`src/rtl/cbt_ram.sv`:
```
// ----------------------------------------------------------------------------
// cbt_ram
// Simple dual-port RAM, one write and one registered read per cycle.
// ----------------------------------------------------------------------------
`default_nettype none

module cbt_ram #(
    parameter int DEPTH = 8,
    parameter int WIDTH = 40,
    parameter int AW    = (DEPTH > 1) ? $clog2(DEPTH) : 1
) (
    input  wire logic             clk,
    input  wire logic             we,
    input  wire logic [AW-1:0]    waddr,
    input  wire logic [WIDTH-1:0] wdata,
    input  wire logic             re,
    input  wire logic [AW-1:0]    raddr,
    output logic      [WIDTH-1:0] rdata
);

    logic [WIDTH-1:0] mem [DEPTH];

    always_ff @(posedge clk)
    begin
        if (we)
        begin
            mem[waddr] <= wdata;
        end
    end

    always_ff @(posedge clk)
    begin
        if (re)
        begin
            rdata <= mem[raddr];
        end
    end

endmodule

`default_nettype wire

```
`config.mk`:
```
export PLATFORM = sky130hd
export DESIGN_NAME = cbt_ram
export DESIGN_NICKNAME = d
export VERILOG_FILES = /design/src/rtl/cbt_ram.sv
export SDC_FILE = /design/constraint.sdc
export NUM_CORES = 1
export LEC_CHECK = 0
export BUFFER_PORTS_ARGS = -buffer_cell sky130_fd_sc_hd__buf_2
export CAP_MARGIN = 20
export CORE_MARGIN = 2
export CORE_UTILIZATION = 55
export DETAILED_ROUTE_END_ITERATION = 10
export PLACE_DENSITY = 0.73
export SLEW_MARGIN = 20
export SYNTH_ARGS = -nofsm -noshare
export SYNTH_HDL_FRONTEND = slang
export SYNTH_SLANG_ARGS = --single-unit
```
`constraint.sdc`:
```
create_clock -name clk -period 4.85 [get_ports clk]
set_input_delay 0.7275 -clock clk [delete_from_list [all_inputs] [get_ports clk]]
set_output_delay 0.7275 -clock clk [all_outputs]
set_load 0.1 [all_outputs]
```
Yosys cells after proc, flatten, opt, wreduce, memory -nomap -nowiden. Memories as Yosys holds them, arrays and structs flattened. A register that Yosys moved wholly into a read port is not among the register bits. Cells that the tools add are included.

Memories kept: 1. Logic and storage cells: 3. Bits in writable memories: 320. Output and inout port bits: 40. Flip-flop bits (word level): 0.

Muxes and demuxes: 2.

Memory list: mem (words 8, bits a word 40, read ports 1, clocked after memory_dff 1, wr ports 1, line 21) `logic [WIDTH-1:0] mem [DEPTH];`.

Operator list (number): 2-to-1 mux 1 bit (2).

Longest topological paths before layout.
Word-level depth: 2. Depth in mapped cells: 4. Gate-level depth less buffers: 2.

Worst setup path after synthesis. OpenSTA, ideal clock, no wires.

Path type: input -> register. Start point: input waddr[2]. End point: memory mem[0][0] (enable). Arrival time: 3.649 ns. Path buffers: 0. Required time: 4.363 ns. Setup slack: 0.713 ns. Stages on the path: 2. Path through: nand2b_1 > nor3_1.

RTL lines: start, declared (line 14) `input wire logic [AW-1:0] waddr,`; end, declared (line 21).

Straight into the memory's write port.

==> results.cfg <==
[cts]
post_cts_buffers = 0
cts_sinks = 360
cts-resized-gates = 0
tritoncts = built
htreeDepth = 2
insertion_delay_ps = 510
cts_hold_buf = 0
cts-root-buf = clkbuf_16
numCtsBuffers = 36
cts_buffer_depth = 3
clkTransAtPathRegs_ps = 60

[synth]
synth.largest_area_cell = edfxtp_1
synthTopCellsByCount = edfxtp_1 (360), mux4_1 (80), mux2_2 (40)
yosys_warnings = 0
synthTopCellsByArea = edfxtp_1 (80%), mux4_1 (15%), mux2_2 (3.3%), buf_6 (0.75%), clkbuf_1 (0.36%)
synth.most_common_cell = edfxtp_1
synthArstFlopShare_pct = 0
synth_top_area_share_pct = 79.7
seq_area_frac_synth_pct = 79.7
ys_seq_elements = 360
synth_flop_cell = edfxtp_1
syn_avg_cell_area_um2 = 26.4
syn_inst = 515
ys_types = 9
synth_fp_nets = 564
synth_edf_count = 360
synth_area_um2 = 13600

[place]
routabilityCongestion = 0.660
dpl.hpwl_um = 13000
numPortBuffers = 88

[timing]
fmax_mhz = 403
skew_ps = 7.73
finalCritPeriodShare_pct = 51.2
finalHoldViolCount = 0
drv_slew = 0
worst-slew-pin-transition_ps = 1030
period_minus_slack_ps = 2480
tns_ps = 0
maxSlewHeadroom_pct = 31.4
setup_viol = 0
rsz0062_at_grt = false

[layout]
fillCellCount = 1639
nNetsFinal = 680
syn2layout_area_growth_pct = 14.2
drive_gt1_share_pct = 29.2
final_util_pct = 63.9

[worst_hold_path]
worstHoldStart = wdata[10]
min-delay-path-class = input port to flip-flop
whs_path_depth = 1

[floorplan]
start_util_pct = 56.0
fp.dieH_um = 161
die_area_um2 = 25900
ioPinCount = 89
core_area_um2 = 24200
fp-row-count = 57
fp.dieW_um = 161

[setup_path]
reg2regPathDepth = 2
cp_max_fo = 46
r2r_start = mem[0][11]
end_kind = flip-flop
required_ps = 5110
worstSetupStartpointType = input port
crit_start = raddr[0]
path_cells = buf_4, buf_4, mux4_1, mux2_2
cpMostUsedCell = buf_4
worstPathArrival_ps = 2740
path_class = input port to flip-flop
cp_slowest_cell = mux4_1
critPathMaxStageDelay_ps = 620

[route]
wl_per_cell_um = 24.7
vias_per_cell = 5.87
drt_iter0_drc = 492
ant_nets = 0
num_vias = 5769
routed_wl_um = 24300
drt_pass1_iterations = 4
remaining_drc_errors = 0

[run]
max-cap-violations = 0

[grt]
overflow = 0
grt_max_degree = 81
antenna_found_initial = 1
grt_pass1_vias = 6126
track_usage_pct = 19.2
grt_pass1_wl_um = 36500

[run_status]
status = finished clean

[power_and_ir_drop]
p_per_area_nw_per_um2 = 427
leakage_uw = 0.00525
vdd_drop_max_mv = 0.310
-- per-stage QoR --
step	cells	power (uW)	setup slack (ps)	hold slack (ps)	area, um2
finish	982	6610	2370	472	15500
global placement	917	4130	1930	719	14400
floorplan	515	4010	713	716	13600
global route	981	6830	2300	480	15500
CTS	981	6670	2380	455	15500
detailed placement	917	4160	1850	735	14400
-- registers in the layout (all words and copies together) (netlist names) --
signal,flops
mem,320
rdata,40
-- critical path: cells and delay by family --
| family | cells | cell delay [ps] |
|---|---|---|
| mux | 2 | 890 |
| buf+inv | 2 | 1050 |
-- per-layer routing --
metal  up-vias  track usage, %  share of wire (%)
li1       2525               -                  -
met3        39            3.60                5.6
met2       167            32.6                 51
met1      3038            26.0                 41
met4         0            5.56                1.9
met5         -               0                  0
-- cells by family (layout without fill, tap and decap cells) --
group	after synthesis	in the layout	share of synthesized area, %
buffers and inverters	22	164	1.11
muxes	120	120	18.8
DFF	360	360	79.7
other	0	1	0
and+or+nand+nor	13	13	0.433
-- layout make-up --
| cell class | count | area (um2) | share of cell area [%] |
|---|---|---|---|
| Clock inverter | 19 | 116 | 0.751 |
| Sequential cell | 360 | 10800 | 69.8 |
| Tap cell | 324 | 405 | 2.62 |
| Clock buffer | 45 | 956 | 6.17 |
| Antenna cell | 1 | 2.50 | 0.0162 |
| Multi-Input combinational cell | 133 | 2670 | 17.2 |
| Timing Repair Buffer | 100 | 536 | 3.46 |
-- power by group --
group / total (uW) / leakage, uW / switching [uW] / internal [uW]
registers: 3580 / 0.00330 / 27.6 / 3560
logic: 500 / 0.00143 / 356 / 144
clock network: 2530 / 0.000523 / 1080 / 1450
total: 6610 / 0.00525 / 1460 / 5150
-- path summary, 6_finish.rpt --
check	endpoint	slack, ps
min	mem[1][10]	470
max reg2reg	rdata[11]	3410
min reg2reg	rdata[37]	740
max	rdata[1]	2370
-- placed cells by master, fill, tap and decap left out --
master	count
edfxtp_1	360
buf_2	86
mux4_1	80
mux2_2	40
clkbuf_16	37
buf_4	14
clkinv_1	12
clkbuf_1	8
nor2_4	6
nand2b_1	3
clkinv_2	3
nand2_1	2
nor3_2	2
inv_6	2
diode_2	1
clkinv_4	1
bufinv_16	1
Power figures use the tool's default switching activity.
